**src/sv/hmbp_pkg.sv**
```systemverilog
`default_nettype none
package hmbp_pkg;

  localparam int MAX_CODE_LEN_DEF = 24;
  localparam int SYMBOLS_DEF      = 256;

  localparam int CODE_W  = 24;
  localparam int LEN_W   = 5;
  localparam int INDEX_W = 16;

  // A result list holds a flush byte, an index and up to four packed bytes.
  localparam int BYTES_MAX  = 4;
  localparam int SLOTS      = 2 + BYTES_MAX;
  localparam int SLOT_FLUSH = 0;
  localparam int SLOT_INDEX = 1;
  localparam int SLOT_BYTE0 = 2;

  localparam logic [7:0] NEWLINE = 8'h0A;

  localparam logic KIND_BYTE  = 1'b0;
  localparam logic KIND_INDEX = 1'b1;

  typedef enum logic [1:0] {
    OP_LOAD   = 2'd0,
    OP_ENCODE = 2'd1,
    OP_END    = 2'd2
  } op_t;

  typedef struct packed {
    logic [CODE_W-1:0] code;
    logic [LEN_W-1:0]  len;
  } entry_t;

  typedef struct packed {
    logic is_end;
    logic sym_zero;
    logic in_range;
  } item_t;

  typedef struct packed {
    logic [SLOTS-1:0]          mask;
    logic [7:0]                flush_byte;
    logic [INDEX_W-1:0]        index;
    logic                      wrap;
    logic [BYTES_MAX-1:0][7:0] bytes;
  } job_t;

endpackage
`default_nettype wire

```
**src/sv/hmbp_pack.sv**
```systemverilog
`default_nettype none
module hmbp_pack (
  input  wire logic              clk,
  input  wire logic              rst,
  input  wire logic              item_valid,
  input  wire hmbp_pkg::item_t   item,
  output logic                   ready,
  input  wire hmbp_pkg::entry_t  rdata,
  output logic                   job_valid,
  output hmbp_pkg::job_t         job,
  input  wire logic              job_ready
);

  logic                              s1_valid;
  hmbp_pkg::item_t                   s1_item;
  logic [7:0]                        pending_byte;
  logic [2:0]                        bits_filled;
  logic [hmbp_pkg::INDEX_W-1:0]      byte_offset;
  logic                              message_start;
  logic [hmbp_pkg::INDEX_W-1:0]      previous_index;
  logic                              have_previous;

  logic                              enc;
  logic                              flush_v;
  logic                              idx_v;
  logic [2:0]                        fill0;
  logic [7:0]                        pend0;
  logic [hmbp_pkg::LEN_W-1:0]        len_eff;
  logic [5:0]                        shamt;
  logic [31:0]                       codeword;
  logic [39:0]                       win;
  logic [39:0]                       rest;
  logic [5:0]                        total;
  logic [2:0]                        nbytes;
  logic [hmbp_pkg::INDEX_W-1:0]      off1;
  logic                              fire;

  always_comb begin
    enc     = !s1_item.is_end;
    flush_v = (s1_item.is_end || message_start) && (bits_filled != 3'd0);
    idx_v   = enc && message_start;
    fill0   = flush_v ? 3'd0 : bits_filled;
    pend0   = flush_v ? 8'd0 : pending_byte;
    len_eff = (enc && s1_item.in_range) ? rdata.len : '0;
    // Left-align the code in a 32-bit word; bits above the length fall off.
    shamt    = 6'd32 - {1'b0, len_eff};
    codeword = {8'd0, rdata.code} << shamt;
    win      = {pend0, 32'd0} | ({codeword, 8'd0} >> fill0);
    total    = {3'd0, fill0} + {1'b0, len_eff};
    nbytes   = total[5:3];
    rest     = win << {nbytes, 3'd0};
    off1     = byte_offset + hmbp_pkg::INDEX_W'(flush_v);

    job.flush_byte = pending_byte;
    job.index      = off1;
    job.wrap       = have_previous && (off1 < previous_index);
    for (int k = 0; k < hmbp_pkg::BYTES_MAX; k++) begin
      job.bytes[k] = win[39 - 8*k -: 8];
      job.mask[hmbp_pkg::SLOT_BYTE0 + k] = (3'(k) < nbytes);
    end
    job.mask[hmbp_pkg::SLOT_FLUSH] = flush_v;
    job.mask[hmbp_pkg::SLOT_INDEX] = idx_v;

    job_valid = s1_valid && (job.mask != '0);
    fire      = s1_valid && (job_ready || (job.mask == '0));
    ready     = !s1_valid || fire;
  end

  always_ff @(posedge clk) begin
    if (rst) begin
      s1_valid       <= 1'b0;
      pending_byte   <= 8'd0;
      bits_filled    <= 3'd0;
      byte_offset    <= '0;
      message_start  <= 1'b1;
      previous_index <= '0;
      have_previous  <= 1'b0;
    end else begin
      if (item_valid && ready) begin
        s1_valid <= 1'b1;
      end else if (fire) begin
        s1_valid <= 1'b0;
      end
      if (fire) begin
        pending_byte  <= rest[39:32];
        bits_filled   <= total[2:0];
        byte_offset   <= off1 + hmbp_pkg::INDEX_W'(nbytes);
        message_start <= s1_item.is_end || s1_item.sym_zero;
        if (idx_v) begin
          previous_index <= off1;
          have_previous  <= 1'b1;
        end
      end
    end
  end

  always_ff @(posedge clk) begin
    if (item_valid && ready) begin
      s1_item <= item;
    end
  end

endmodule
`default_nettype wire

```
**config.mk**
```make
export PLATFORM = sky130hd
export DESIGN_NAME = hmbp_pack
export DESIGN_NICKNAME = d
export VERILOG_FILES = /design/src/sv/hmbp_pkg.sv /design/src/sv/hmbp_pack.sv
export SDC_FILE = /design/constraint.sdc
export NUM_CORES = 1
export LEC_CHECK = 0
export BUFFER_PORTS_ARGS = -buffer_cell sky130_fd_sc_hd__buf_2
export CORE_MARGIN = 8
export CORE_UTILIZATION = 60
export DETAILED_ROUTE_END_ITERATION = 8
export GPL_TIMING_DRIVEN = 0
export PLACE_DENSITY_LB_ADDON = 0.08
export SLEW_MARGIN = 40
export SYNTH_ARGS = -nofsm -noshare
export SYNTH_HDL_FRONTEND = slang
export SYNTH_SLANG_ARGS = --single-unit
export TNS_END_PERCENT = 10
```
**constraint.sdc**
```tcl
create_clock -name clk -period 14.92 [get_ports clk]
set_clock_uncertainty 0.2 [all_clocks]
set_input_delay 0.746 -clock clk [delete_from_list [all_inputs] [get_ports clk]]
set_output_delay 0.746 -clock clk [all_outputs]
set_load 0.02 [all_outputs]
```
==> out/metrics.cfg <==
[layout]
area_growth_pct = 12.1
nFillCells = 1028
nNetsFinal = 1179
fin_cells = 1265
multi_input_area_sq_um = 5700
antenna_cells = 0
final_common_cell = buf_2
register_area_sq_um = 1010
final_layout_size_suffix_gt1_share_pct = 18.2
layout_common_cells = 120 x buf_2, 117 x nor2_1, 100 x nand2_1, 65 x a21oi_1, 51 x mux2i_1

[pwr]
power.density_nw_per_um2 = 66.6
peakVddDrop_mv = 0.0730
p_leak_nw = 3.41

[clock_tree]
path_clk_slew_ns = 0.07
cts_tree = built
cts_resized = 0
clock_latency_ns = 0.30
cts_buffer_depth = 2
clock_sinks = 49
cts_setup_buffers = 0
root_buffer = clkbuf_16
htree_levels = 2
cts_buffers = 5
cts_hold_buffers = 0

[hold_path]
whs_endpoint = previous_index[5]
holdPathStages = 2
hold_class = reg -> reg
min_from = previous_index[5]

[die]
die-height_microns = 126
die_area_sq_um = 15800
initial_core_util_pct = 60.8
rows = 40
boundaryPins = 101
core_sq_um = 11900
die_w_microns = 126

[route]
viasPerCell = 7.34
drc = 0
first_iter_violations = 1812
wire_per_inst_microns = 24.6
ant_nets = 0
num_vias = 9285
firstDrtPassIters = 6
drt_wl_total_microns = 31100

[placement]
globalplace.congestion = 1.05
dp.cells = 1257
port_buffers = 99
dp_hpwl_microns = 23800

[grt]
use_met1_pct = 48.3
antenna_found_initial = 0
gr-usage-met2_pct = 58.0
grt_busiest_layer = met2
grt_overflow = 0
grt_usage_pct = 37.7
grt_pass1_wl_microns = 48200
grt_pass1_vias = 8610
grt.met3_usage_pct = 9.79
grt_max_degree = 17

[critical_path]
critPathKind = reg -> reg
cp_slowest_stage_delay_ns = 0.51
worst_setup_path_end_kind = flip-flop
cp.arrival_ns = 7.64
r2r_setup_slack_ns = 7.25
reg2reg_depth = 28
cp.required_ns = 14.89
rr_endpoint = byte_offset[15]
crit_path_max_fanout = 10
cp-start-kind = flip-flop
cp_slowest_cell = fa_1
r2r_start = s1_item[2]

[timing]
relSlewSlack_pct = 49.2
slew_viol_final = 0
worst_pin_slew_ns = 0.759
finalCriticalPeriod_ns = 7.67
fin_setup_tns_ns = 0
rsz0062_at_grt = false
finalCritPeriodShare_pct = 51.4
setup_viol = 0
timing.hold.ws_ns = 0.254
max_freq_ghz = 0.130
hold_viol_final = 0

[logic_synthesis]
async_flop_share_pct = 0
ys.warnings.count = 0
syn_nets = 1073
yosysSeqAreaShare_pct = 14.0
ys_types = 97
synth_edf_count = 3
synth_area_sq_um = 7240
postSynthAreaPerCell_sq_um = 7.16
netlist_instances = 1011
synth_ff_type = dfxtp_1
ys_ff_latch = 49

[job]
cap_violations = 0

[status]
status = completed

[area by class of cell]
class                   instances  area share [%]
clock inverters                 2           0.478
multi-input cells             843            70.2
plain buffers                  80            5.06
inverters                      39            1.84
clock buffers                   6            1.59
well taps                     147            2.27
flip-flops and latches         49            12.5
repair buffers                 99            6.11
[sequential cells by signal, summed over array words and instances, names as in the netlist]
register        count
s1_valid            1
have_previous       1
s1_item             3
pending_byte        8
byte_offset        16
previous_index     16
message_start       1
bits_filled         3
[Yosys cell counts, drive strengths merged, types with 13 or more instances]
cell type | count | area (sq um)
nor2 | 118 | 443
nand2 | 101 | 382
a21oi | 65 | 325
mux2i | 53 | 538
o21ai | 48 | 248
dfxtp | 46 | 921
clkbuf | 42 | 159
nand3 | 40 | 205
buf | 38 | 251
inv | 38 | 145
nor3 | 31 | 160
a211oi | 27 | 208
ha | 24 | 300
o22ai | 21 | 131
mux2 | 20 | 225
xnor2 | 18 | 184
xor2 | 15 | 131
nor2b | 14 | 87.6
o31ai | 14 | 105
a221oi | 13 | 131
nand4 | 13 | 81.3
[cell families after synthesis]
family	count (synthesis)	synth area share (%)
AND/OR/NAND/NOR	401	27.6
AO/OA/AOI/OAI	306	29.9
buffers and inverters	119	7.72
multiplexers	77	11.8
flip-flops	49	14.0
XOR/XNOR	33	4.35
adder cells (fa/ha/maj)	26	4.70
[how the worst max path moves through the flow]
| stage | startpoint | to | slack (ns) | cells past startpoint |
|---|---|---|---|---|
| after floorplan | s1_item[2] | byte_offset[15] | 9.35 | 28 |
| after global placement | s1_item[2] | byte_offset[12] | 7.78 | 26 |
| after detailed placement | s1_item[2] | byte_offset[15] | 7.59 | 28 |
| after CTS | s1_item[2] | byte_offset[15] | 7.51 | 28 |
| after global routing | s1_item[2] | byte_offset[15] | 6.68 | 28 |
| final | s1_item[2] | byte_offset[15] | 7.25 | 28 |
[report_power, final]
part	switching [mW]	leakage (nW)	total, mW	internal [mW]
Sequential	0.00351	0.402	0.140	0.136
Combinational	0.182	2.92	0.269	0.0872
Clock	0.0516	0.0815	0.131	0.0798
[worst max-delay path, delay by kind of cell (launching register included)]
family | cells | cell delay, ns
xor gates and xnor gates | 2 | 0.38
AOI/OAI and AO/OA | 4 | 0.58
and+or+nand+nor | 12 | 2.54
buffers and inverters | 8 | 2.47
adders and majority gates | 2 | 0.87
DFF | 1 | 0.49
[per-layer routing]
layer  share of wire, %  vias up
met4                4.4        0
met5                  0        -
met1                 38     4293
met3                 14      139
met2                 44      843
li1                   -     4010
[stage by stage]
step                      power, mW  utilization (%)  worst slack, ns  cell area (sq um)
after floorplan               0.312                -             9.35               7240
after global placement        0.395             66.5             7.78               7920
after detailed placement      0.395             66.6             7.59               7930
after CTS                     0.526             68.0             7.51               8100
after global routing          0.556             68.1             6.68               8110
final                         0.541             68.1             7.25               8110
Power figures use the tool's default switching activity.
