[src/sv/hmbp_pkg.sv]
`default_nettype none
package hmbp_pkg;

  localparam int MAX_CODE_LEN_DEF = 24;
  localparam int SYMBOLS_DEF      = 256;

  localparam int CODE_W  = 24;
  localparam int LEN_W   = 5;
  localparam int INDEX_W = 16;

  // A result list holds a flush byte, an index and up to four packed bytes.
  localparam int BYTES_MAX  = 4;
  localparam int SLOTS      = 2 + BYTES_MAX;
  localparam int SLOT_FLUSH = 0;
  localparam int SLOT_INDEX = 1;
  localparam int SLOT_BYTE0 = 2;

  localparam logic [7:0] NEWLINE = 8'h0A;

  localparam logic KIND_BYTE  = 1'b0;
  localparam logic KIND_INDEX = 1'b1;

  typedef enum logic [1:0] {
    OP_LOAD   = 2'd0,
    OP_ENCODE = 2'd1,
    OP_END    = 2'd2
  } op_t;

  typedef struct packed {
    logic [CODE_W-1:0] code;
    logic [LEN_W-1:0]  len;
  } entry_t;

  typedef struct packed {
    logic is_end;
    logic sym_zero;
    logic in_range;
  } item_t;

  typedef struct packed {
    logic [SLOTS-1:0]          mask;
    logic [7:0]                flush_byte;
    logic [INDEX_W-1:0]        index;
    logic                      wrap;
    logic [BYTES_MAX-1:0][7:0] bytes;
  } job_t;

endpackage
`default_nettype wire

[src/sv/hmbp_if.sv]
`default_nettype none


interface hmbp_out_if;
  logic        valid;
  logic        ready;
  logic        kind;
  logic [15:0] data;
  logic        wrapped;
  logic        last;

  modport source (output valid, output kind, output data, output wrapped,
                  output last, input ready);
  modport sink (input valid, input kind, input data, input wrapped,
                input last, output ready);
endinterface
`default_nettype wire

[src/sv/hmbp_emit.sv]
`default_nettype none
module hmbp_emit (
  input  wire logic            clk,
  input  wire logic            rst,
  input  wire logic            job_valid,
  input  wire hmbp_pkg::job_t  job_in,
  output logic                 job_ready,
  hmbp_out_if.source           results
);

  hmbp_pkg::job_t                  job;
  logic [hmbp_pkg::SLOTS-1:0]      mask;
  logic [hmbp_pkg::SLOTS-1:0]      lowest;
  logic [hmbp_pkg::SLOTS-1:0]      rest;
  logic                            fire;

  always_comb begin
    lowest = mask & (~mask + hmbp_pkg::SLOTS'(1));
    rest   = mask & ~lowest;
    results.valid   = (mask != '0);
    results.last    = (rest == '0);
    results.kind    = hmbp_pkg::KIND_BYTE;
    results.wrapped = 1'b0;
    results.data    = {8'd0, job.flush_byte};
    if (lowest[hmbp_pkg::SLOT_INDEX]) begin
      results.kind    = hmbp_pkg::KIND_INDEX;
      results.wrapped = job.wrap;
      results.data    = job.index;
    end
    for (int k = 0; k < hmbp_pkg::BYTES_MAX; k++) begin
      if (lowest[hmbp_pkg::SLOT_BYTE0 + k]) begin
        results.data = {8'd0, job.bytes[k]};
      end
    end
    fire      = results.valid && results.ready;
    job_ready = (mask == '0) || (fire && results.last);
  end

  always_ff @(posedge clk) begin
    if (rst) begin
      mask <= '0;
    end else if (job_valid && job_ready) begin
      mask <= job_in.mask;
    end else if (fire) begin
      mask <= rest;
    end
  end

  always_ff @(posedge clk) begin
    if (job_valid && job_ready) begin
      job <= job_in;
    end
  end

endmodule
`default_nettype wire

[src/flat_wrapper.sv]
// flat-port wrapper written by rule: the top's interface ports become plain ports
module hmbp_emit_flat 
  (clk, rst, job_valid, job_in, job_ready, results_valid, results_kind, results_data, results_wrapped, results_last, results_ready);
  hmbp_out_if results_i ();
  input  wire logic clk;
  input  wire logic rst;
  input  wire logic job_valid;
  input  wire hmbp_pkg::job_t job_in;
  output logic job_ready;
  output wire logic [$bits(results_i.valid)-1:0] results_valid;
  output wire logic [$bits(results_i.kind)-1:0] results_kind;
  output wire logic [$bits(results_i.data)-1:0] results_data;
  output wire logic [$bits(results_i.wrapped)-1:0] results_wrapped;
  output wire logic [$bits(results_i.last)-1:0] results_last;
  input wire logic [$bits(results_i.ready)-1:0] results_ready;
  assign results_valid = results_i.valid;
  assign results_kind = results_i.kind;
  assign results_data = results_i.data;
  assign results_wrapped = results_i.wrapped;
  assign results_last = results_i.last;
  assign results_i.ready = results_ready;
  hmbp_emit u_core (.clk(clk), .rst(rst), .job_valid(job_valid), .job_in(job_in), .job_ready(job_ready), .results(results_i));
endmodule
[config.mk]
export PLATFORM = sky130hd
export DESIGN_NAME = hmbp_emit_flat
export DESIGN_NICKNAME = d
export VERILOG_FILES = /design/src/sv/hmbp_pkg.sv /design/src/sv/hmbp_if.sv /design/src/sv/hmbp_emit.sv /design/src/flat_wrapper.sv
export SDC_FILE = /design/constraint.sdc
export NUM_CORES = 1
export LEC_CHECK = 0
export ABC_AREA = 1
export BUFFER_PORTS_ARGS = -buffer_cell sky130_fd_sc_hd__buf_2
export CORE_UTILIZATION = 45
export DETAILED_ROUTE_END_ITERATION = 6
export PLACE_DENSITY = 0.75
export SLEW_MARGIN = 40
export SYNTH_ARGS = -nofsm -noshare
export SYNTH_HDL_FRONTEND = slang
export SYNTH_SLANG_ARGS = --single-unit
[constraint.sdc]
create_clock -name clk -period 3.2 [get_ports clk]
set_input_delay 0.48 -clock clk [delete_from_list [all_inputs] [get_ports clk]]
set_output_delay 0.48 -clock clk [all_outputs]
set_load 0.02 [all_outputs]
==> results of run 1 <==
## how the worst max path moves through the flow
| stage | from | end | slack [ns] | cells after the start |
|---|---|---|---|---|
| global placement | u_core.mask[0] | results_data[5] | 0.83 | 10 |
| detailed placement | u_core.mask[0] | results_data[3] | 0.76 | 10 |
| CTS | u_core.mask[0] | results_data[3] | 0.40 | 10 |
| finish | u_core.mask[0] | results_data[3] | 0.45 | 10 |
| global route | u_core.mask[0] | results_data[3] | 0.18 | 10 |
| floorplan | u_core.mask[0] | u_core.job[0] | 0.12 | 5 |
## Yosys cell counts, drive strengths merged
| master | number |
|---|---|
| nand4 | 2 |
| or2 | 1 |
| inv | 42 |
| o22ai | 8 |
| a21oi | 5 |
| nor3 | 1 |
| o211ai | 8 |
| nand2 | 57 |
| clkbuf | 2 |
| dfxtp | 6 |
| a31oi | 3 |
| nand3 | 4 |
| o21ai | 22 |
| and3 | 1 |
| buf | 4 |
| clkinv | 1 |
| nor2 | 14 |
| edfxtp | 57 |
## where the power goes
group | switching, mW | total (mW) | internal, mW | leakage, nW
clock | 0.292 | 0.641 | 0.349 | 0.0872
combinational | 0.775 | 1.14 | 0.368 | 0.814
sequential | 0.0808 | 1.28 | 1.20 | 0.590
total | 1.15 | 3.06 | 1.92 | 1.49
## area by class of cell
cell class,count,area [um2]
inverter,43,161
clock inverter,5,50.0
timing repair buffer,89,450
clock buffer,10,128
fill,470,2260
tap,72,90.1
sequential,63,1830
multi-input combinational,126,636
## sequential cells by signal, indices dropped and copies added (netlist names)
register	flops
u_core.mask	6
u_core.job	57
## worst max-delay path, delay by kind of cell (launching register included)
family          cells  cell delay, ns
simple gates        3            0.44
compound gates      3            0.41
flops               1            0.42
buf+inv             4            0.65
## cells by family (layout without fill, tap and decap cells)
family	Yosys count	count (layout)	synth area share (%)
DFF	63	63	68.9
AOI/OAI and AO/OA	46	46	10.5
buffers and inverters	49	147	7.44
and+or+nand+nor	80	80	13.1
## metal layers
metal	wire, um	global-route usage [%]	vias to the layer above
li1	-	-	994
met1	2360	22.6	833
met2	2390	26.5	61
met3	278	6.21	7
met4	85	8.73	0
met5	0	0	-
==> results.json, run 1 <==
{
  "fp-row-count": 27,
  "max_freq_mhz": 363,
  "nNetsFinal": 399,
  "power.total_mw": 3.06,
  "maxCapViolCount": 0,
  "avgSynthCellArea_um2": 11.2,
  "period_share_pct": 86.0,
  "die_w_um": 78.9,
  "worstPathCellList": "inv_1, nand2_2, clkinv_1, nand2_1, nand2_1, o21ai_0, o211ai_1, inv_1, o22ai_1, buf_2",
  "placed_cell_area_um2": 3170,
  "drc": 0,
  "tns_ns": 0,
  "routed_wl_um": 5110,
  "yosys_warnings": 0,
  "yosys.area.top_type": "edfxtp_1",
  "grt_pass1_wl_um": 7880,
  "h-tree-depth": 3,
  "hold_path.class": "input pin to register",
  "root_buffer": "clkbuf_8",
  "startpoint_type": "register",
  "die_y_um": 78.9,
  "hold_slack_ns": 0.316,
  "numPortBuffers": 87,
  "clock_latency_ns": 0.33,
  "layout_min_cycle_time_ns": 2.75,
  "gp_congestion": 0.817,
  "dp.cells": 393,
  "min_to": "u_core.job[26]",
  "setup_viol": 0,
  "rsz0062_at_grt": "no",
  "slew_headroom_pct": 50.3,
  "cts_made_buffers": 9,
  "grt_pass1_vias": 1695,
  "drive_gt1_share_pct": 33.3,
  "cts_tree": "done",
  "outcome": "completed",
  "mostFrequentLayoutCells": "87 x buf_2, 57 x edfxtp_1, 55 x nand2_1",
  "antenna_cells": 0,
  "clockBufferDepth": 2,
  "final.setup_skew_ns": 0.00747,
  "ir_worst_vdd_v": 0.000448,
  "clkSlewWorstSetupHoldPaths_ns": 0.07,
  "ys_seq_elements": 63,
  "tightest_slew_ns": 0.745,
  "viasPerCell": 4.64,
  "postCtsSetupRepairBufs": 0,
  "dr.pass1.iters": 4,
  "coreArea_um2": 5610,
  "slew_viol_final": 0,
  "dieArea_um2": 6220,
  "yosysSeqAreaShare_pct": 68.9,
  "rrSetupSlack_ns": 0.97,
  "holdCritStartpoint": "job_in[26]",
  "first_iter_violations": 106,
  "ctsResizeCount": 0,
  "crit_arrival_ns": 2.27,
  "crit_required_ns": 2.72,
  "area_growth_pct": 25.9,
  "wire_per_inst_um": 12.5,
  "start_util_pct": 47.4,
  "final_util_pct": 59.7,
  "layout.cells.non_filler": 408,
  "r2r_end": "u_core.job[49]",
  "criticalPathCategory": "register to primary output",
  "dp_slack_ns": 0.763,
  "hold_viol_final": 0,
  "r2r_start": "u_core.mask[2]",
  "stdcell_area_um2": 3350,
  "reg2reg_depth": 5,
  "ant_nets": 0,
  "overflow": 0,
  "syn_nets": 305,
  "grt_max_degree": 63,
  "grt_use_total_pct": 17.6,
  "hold_buffers": 0,
  "synth_top_area_share_pct": 64.4,
  "critPathCaptureType": "primary output",
  "antenna_found_initial": 0,
  "syn_area_um2": 2660,
  "p_per_area_nw_per_um2": 915,
  "setup_slack_ns": 0.449,
  "critPathMaxStageDelay_ns": 0.42,
  "synth.area.top_cells": "edfxtp_1 64%, nand2_1 7.8%, inv_1 5.6%, dfxtp_1 4.5%, o21ai_0 3.2%",
  "final_common_cell": "buf_2",
  "total_leakage_power_nw": 1.49,
  "crit_fanout": 18,
  "slowest_stage": "dfxtp_1",
  "vias": 1895,
  "ys_types": 28,
  "io_pins": 88,
  "netlist_instances": 238,
  "holdPathStages": 1,
  "cts.sink_count": 63,
  "dp_hpwl_um": 3640
}
No activity file was read; power rests on OpenSTA's default activity.
==> run 2, diff against run 1 <==
--- a/config.mk
+++ b/config.mk
@@ -7,7 +7,9 @@
 export LEC_CHECK = 0
 export ABC_AREA = 1
 export BUFFER_PORTS_ARGS = -buffer_cell sky130_fd_sc_hd__buf_2
-export CORE_UTILIZATION = 45
+export CELL_PAD_IN_SITES_DETAIL_PLACEMENT = 1
+export CELL_PAD_IN_SITES_GLOBAL_PLACEMENT = 2
+export CORE_UTILIZATION = 28
 export DETAILED_ROUTE_END_ITERATION = 6
 export PLACE_DENSITY = 0.75
 export SLEW_MARGIN = 40
==> results.json, run 2 (synthesis gave the netlist of run 1 again) <==
{
  "outcome": "completed",
  "startpoint": "u_core.mask[0]",
  "hold_slack_ns": 0.314,
  "mostFrequentLayoutCells": "87 x buf_2, 57 x edfxtp_1, 55 x nand2_1",
  "antenna_cells": 0,
  "regMostFlops": "u_core.job",
  "ctsResizeCount": 0,
  "power.total_mw": 3.21,
  "slew_headroom_pct": 59.4,
  "viasPerCell": 4.44,
  "tns_ns": 0,
  "drive_gt1_share_pct": 33.5,
  "final_common_cell": "buf_2",
  "grt_max_degree": 63,
  "maxCapViolCount": 0,
  "die_y_um": 99.4,
  "dp_hpwl_um": 4700,
  "worstPathCellList": "inv_1, nand2_2, clkinv_1, nand2_1, nand2_1, o21ai_0, o211ai_1, inv_1, o22ai_1, buf_2",
  "fill_cells": 1070,
  "startpoint_type": "register",
  "clock_latency_ns": 0.34,
  "hold_buffers": 0,
  "cts_made_buffers": 9,
  "dp_slack_ns": 0.709,
  "grt_pass1_wl_um": 10200,
  "coreArea_um2": 9200,
  "root_buffer": "clkbuf_8",
  "tightest_slew_ns": 0.607,
  "r2r_start": "u_core.mask[2]",
  "criticalPathCategory": "register to primary output",
  "drc": 0,
  "wire_per_inst_um": 14.2,
  "period_share_pct": 88.5,
  "clockBufferDepth": 2,
  "hold_path.class": "input pin to register",
  "nNetsFinal": 399,
  "hold_viol_final": 0,
  "vias": 1988,
  "r2r_end": "u_core.job[14]",
  "p_per_area_nw_per_um2": 935,
  "critPathCaptureType": "primary output",
  "layout_min_cycle_time_ns": 2.83,
  "dieArea_um2": 9890,
  "dr.pass1.iters": 4,
  "ant_nets": 0,
  "cts_tree": "done",
  "rsz0062_at_grt": "no",
  "crit_arrival_ns": 2.35,
  "path_buf_inv": 4,
  "numPortBuffers": 87,
  "gp_congestion": 0.731,
  "first_iter_violations": 47,
  "total_leakage_power_nw": 1.51,
  "largest_reg_flops": 57,
  "slew_viol_final": 0,
  "postCtsSetupRepairBufs": 0,
  "crit_required_ns": 2.72,
  "die_w_um": 99.4,
  "h-tree-depth": 3,
  "rrSetupSlack_ns": 1.24,
  "overflow": 0,
  "grt_pass1_vias": 2028,
  "setup_slack_ns": 0.367,
  "fp-row-count": 35,
  "area_growth_pct": 29.3,
  "setup_viol": 0,
  "final.setup_skew_ns": 0.00634,
  "crit_fanout": 18,
  "antenna_found_initial": 0,
  "cp_num_cells": 10,
  "grt_use_total_pct": 13.6,
  "top_regs": "u_core.job (57), u_core.mask (6)",
  "routed_wl_um": 6360,
  "max_freq_mhz": 353,
  "crit_family": "buffers and inverters",
  "clkSlewWorstSetupHoldPaths_ns": 0.07,
  "cts.sink_count": 63,
  "ir_worst_vdd_v": 0.000305,
  "critPathMaxStageDelay_ns": 0.43,
  "start_util_pct": 28.9,
  "worstSetupEndpoint": "results_data[4]",
  "slowest_stage": "dfxtp_1",
  "reg2reg_depth": 5,
  "io_pins": 88
}
run 2: changes by cell type in the layout (fill, tap and decap cells not counted):
cell,before,now
buf_4,2,1
clkinv_2,1,2
clkinv_1,3,1
clkinvlp_4,1,0
clkbuf_1,1,3
bufinv_16,1,2
buf_12,0,1
run 2: layer usage:
metal | wire length [um] | global-route usage (%)
met2 | 3180 | 22.4
met4 | 69 | 4.41
met1 | 2890 | 17.6
met3 | 227 | 3.51
met5 | 0 | 0
run 2: stage by stage:
stage	cells	util, %	instance area (um2)
detailed placement	432	35.1	3230
finish	448	37.4	3440
CTS	448	37.4	3440
global placement	432	35.1	3230
floorplan	238	-	2660
global route	448	37.4	3440
run 2: worst min path at each step:
stage	start	endpoint	slack, ns	cells past startpoint
finish	job_in[6]	u_core.job[6]	0.31	1
global route	job_in[25]	u_core.job[25]	0.29	1
CTS	job_in[51]	u_core.job[51]	0.29	1
detailed placement	u_core.mask[5]	u_core.mask[5]	0.52	2
global placement	u_core.mask[5]	u_core.mask[5]	0.50	2
floorplan	u_core.mask[5]	u_core.mask[5]	0.46	2
run 2: power by group:
group          total (mW)  internal [mW]  switching, mW
Clock               0.728          0.437          0.291
Sequential           1.28           1.20         0.0875
Combinational        1.20          0.382          0.818
Total                3.21           2.02           1.20
run 2: area by class of cell:
cell class	instances	area, um2	share of cell area, %
clock buffer	12	135	3.93
clock inverter	4	70.1	2.04
tap	111	139	4.04
sequential	63	1830	53.3
multi-input combinational	126	636	18.5
timing repair buffer	89	463	13.5
inverter	43	161	4.70
run 2: worst register-to-register path, delay by kind of cell, from the launching register on:
kind            cells  cell delay (ns)
buf+inv             1             0.30
flops               1             0.36
simple gates        3             0.67
compound gates      1             0.24
==> run 3, diff against run 2 <==
--- a/config.mk
+++ b/config.mk
@@ -9,9 +9,9 @@
 export BUFFER_PORTS_ARGS = -buffer_cell sky130_fd_sc_hd__buf_2
 export CELL_PAD_IN_SITES_DETAIL_PLACEMENT = 1
 export CELL_PAD_IN_SITES_GLOBAL_PLACEMENT = 2
-export CORE_UTILIZATION = 28
+export CORE_UTILIZATION = 33
 export DETAILED_ROUTE_END_ITERATION = 6
-export PLACE_DENSITY = 0.75
+export PLACE_DENSITY = 0.84
 export SLEW_MARGIN = 40
 export SYNTH_ARGS = -nofsm -noshare
 export SYNTH_HDL_FRONTEND = slang
==> constraint.sdc (replaced) <==
create_clock -name clk -period 3.4 [get_ports clk]
set_input_delay 0.51 -clock clk [delete_from_list [all_inputs] [get_ports clk]]
set_output_delay 0.51 -clock clk [all_outputs]
set_load 0.02 [all_outputs]
==> results.json, run 3 (synthesis gave the netlist of run 1 again) <==
{
  "outcome": "completed",
  "rrSetupSlack_ns": 1.31,
  "rsz0062_at_grt": "no",
  "grt_pass1_wl_um": 10200,
  "final.setup_skew_ns": 0.00917,
  "clock_latency_ns": 0.34,
  "maxCapViolCount": 0,
  "p_int_mw": 1.81,
  "clockBufferDepth": 2,
  "nNetsFinal": 400,
  "gp_congestion": 0.764,
  "power.total_mw": 2.94,
  "stdcell_area_um2": 3390,
  "cts.sink_count": 63,
  "regMostFlops": "u_core.job",
  "max_freq_mhz": 349,
  "dr.pass1.iters": 4,
  "r2r_start": "u_core.mask[1]",
  "root_buffer": "clkbuf_8",
  "cts_tree": "done",
  "critPathCaptureType": "primary output",
  "hold_path.class": "input pin to register",
  "fp-row-count": 32,
  "top_regs": "u_core.job (57), u_core.mask (6)",
  "slew_headroom_pct": 59.8,
  "die_w_um": 91.7,
  "hold_slack_ns": 0.335,
  "reg2reg_depth": 6,
  "clkSlewWorstSetupHoldPaths_ns": 0.07,
  "slew_viol_final": 0,
  "ctsResizeCount": 0,
  "grt_max_degree": 34,
  "power_frac_seq_pct": 41.2,
  "dp.cells": 424,
  "r2r_end": "u_core.job[56]",
  "total_leakage_power_nw": 1.50,
  "grt_use_total_pct": 16.3,
  "clkPwrFrac_pct": 21.1,
  "overflow": 0,
  "hold_buffers": 0,
  "hold_viol_final": 0,
  "cts_made_buffers": 9,
  "layout_min_cycle_time_ns": 2.86,
  "viasPerCell": 4.49,
  "p_sw_share_pct": 38.6,
  "startpoint": "u_core.mask[0]",
  "dp_hpwl_um": 4620,
  "tightest_slew_ns": 0.601,
  "p_switching_mw": 1.13,
  "tns_ns": 0,
  "die_y_um": 91.7,
  "placed_cell_area_um2": 3210,
  "startpoint_type": "register",
  "setup_viol": 0,
  "p_per_area_nw_per_um2": 867,
  "period_share_pct": 84.2,
  "ir_worst_vdd_v": 0.000297,
  "dp_slack_ns": 0.845,
  "largest_reg_flops": 57,
  "worstSetupEndpoint": "results_data[0]",
  "layout.cells.non_filler": 439,
  "vias": 1972,
  "start_util_pct": 34.2,
  "grt_pass1_vias": 2046,
  "coreArea_um2": 7770,
  "postCtsSetupRepairBufs": 0,
  "antenna_found_initial": 0,
  "final_util_pct": 43.7,
  "io_pins": 88,
  "first_iter_violations": 33,
  "crit_fanout": 18,
  "setup_slack_ns": 0.538,
  "drive_gt1_share_pct": 33.5,
  "criticalPathCategory": "register to primary output",
  "combPwrFrac_pct": 37.7,
  "h-tree-depth": 3,
  "wire_per_inst_um": 14.4,
  "antenna_cells": 0,
  "crit_arrival_ns": 2.35,
  "ant_nets": 0,
  "routed_wl_um": 6300,
  "drc": 0,
  "numPortBuffers": 87,
  "dieArea_um2": 8420,
  "mostFrequentLayoutCells": "87 x buf_2, 57 x edfxtp_1, 55 x nand2_1",
  "area_growth_pct": 27.6,
  "final_common_cell": "buf_2",
  "crit_required_ns": 2.89
}
## run 3: how the worst min path moves through the flow
stage,startpoint,endpoint,slack [ns],cells past startpoint
after CTS,job_in[27],u_core.job[27],0.31,1
after global routing,job_in[7],u_core.job[7],0.32,1
after detailed placement,u_core.mask[5],u_core.mask[5],0.52,2
final,job_in[19],u_core.job[19],0.33,1
after floorplan,u_core.mask[5],u_core.mask[5],0.46,2
after global placement,u_core.mask[5],u_core.mask[5],0.49,2
## run 3: worst max-delay path: stages (launching register included)
cell and delay [ns]:
dfxtp_1 0.44, inv_1 0.09, nand2_2 0.29, clkinv_1 0.32, nand2_1 0.13, nand2_1 0.05, o21ai_0 0.22, o211ai_1 0.14
inv_1 0.10, o22ai_1 0.06, buf_2 0.18
## run 3: metal layers
layer	wire [um]	up-vias	global-route usage, %
li1	-	992	-
met1	2810	921	20.2
met2	3090	48	26.4
met3	252	11	3.15
met4	150	0	9.77
met5	0	-	0
## run 3: power by group through the flow
stage | sequential [mW] | clock [mW] | combinational (mW)
6_report | 1.21 | 0.620 | 1.11
5_1_grt | 1.24 | 0.662 | 1.25
4_1_cts | 1.22 | 0.638 | 1.13
3_5_place_dp | 1.23 | 0 | 1.13
3_3_place_gp | 1.22 | 0 | 1.11
2_1_floorplan | 1.21 | 0 | 0.791
## run 3: area by class of cell
class | instances | area [um2]
Fill cell | 912 | 4380
Sequential cell | 63 | 1830
Multi-Input combinational cell | 126 | 636
Timing Repair Buffer | 90 | 458
Inverter | 43 | 161
Clock buffer | 10 | 128
Tap cell | 102 | 128
Clock inverter | 5 | 50.0
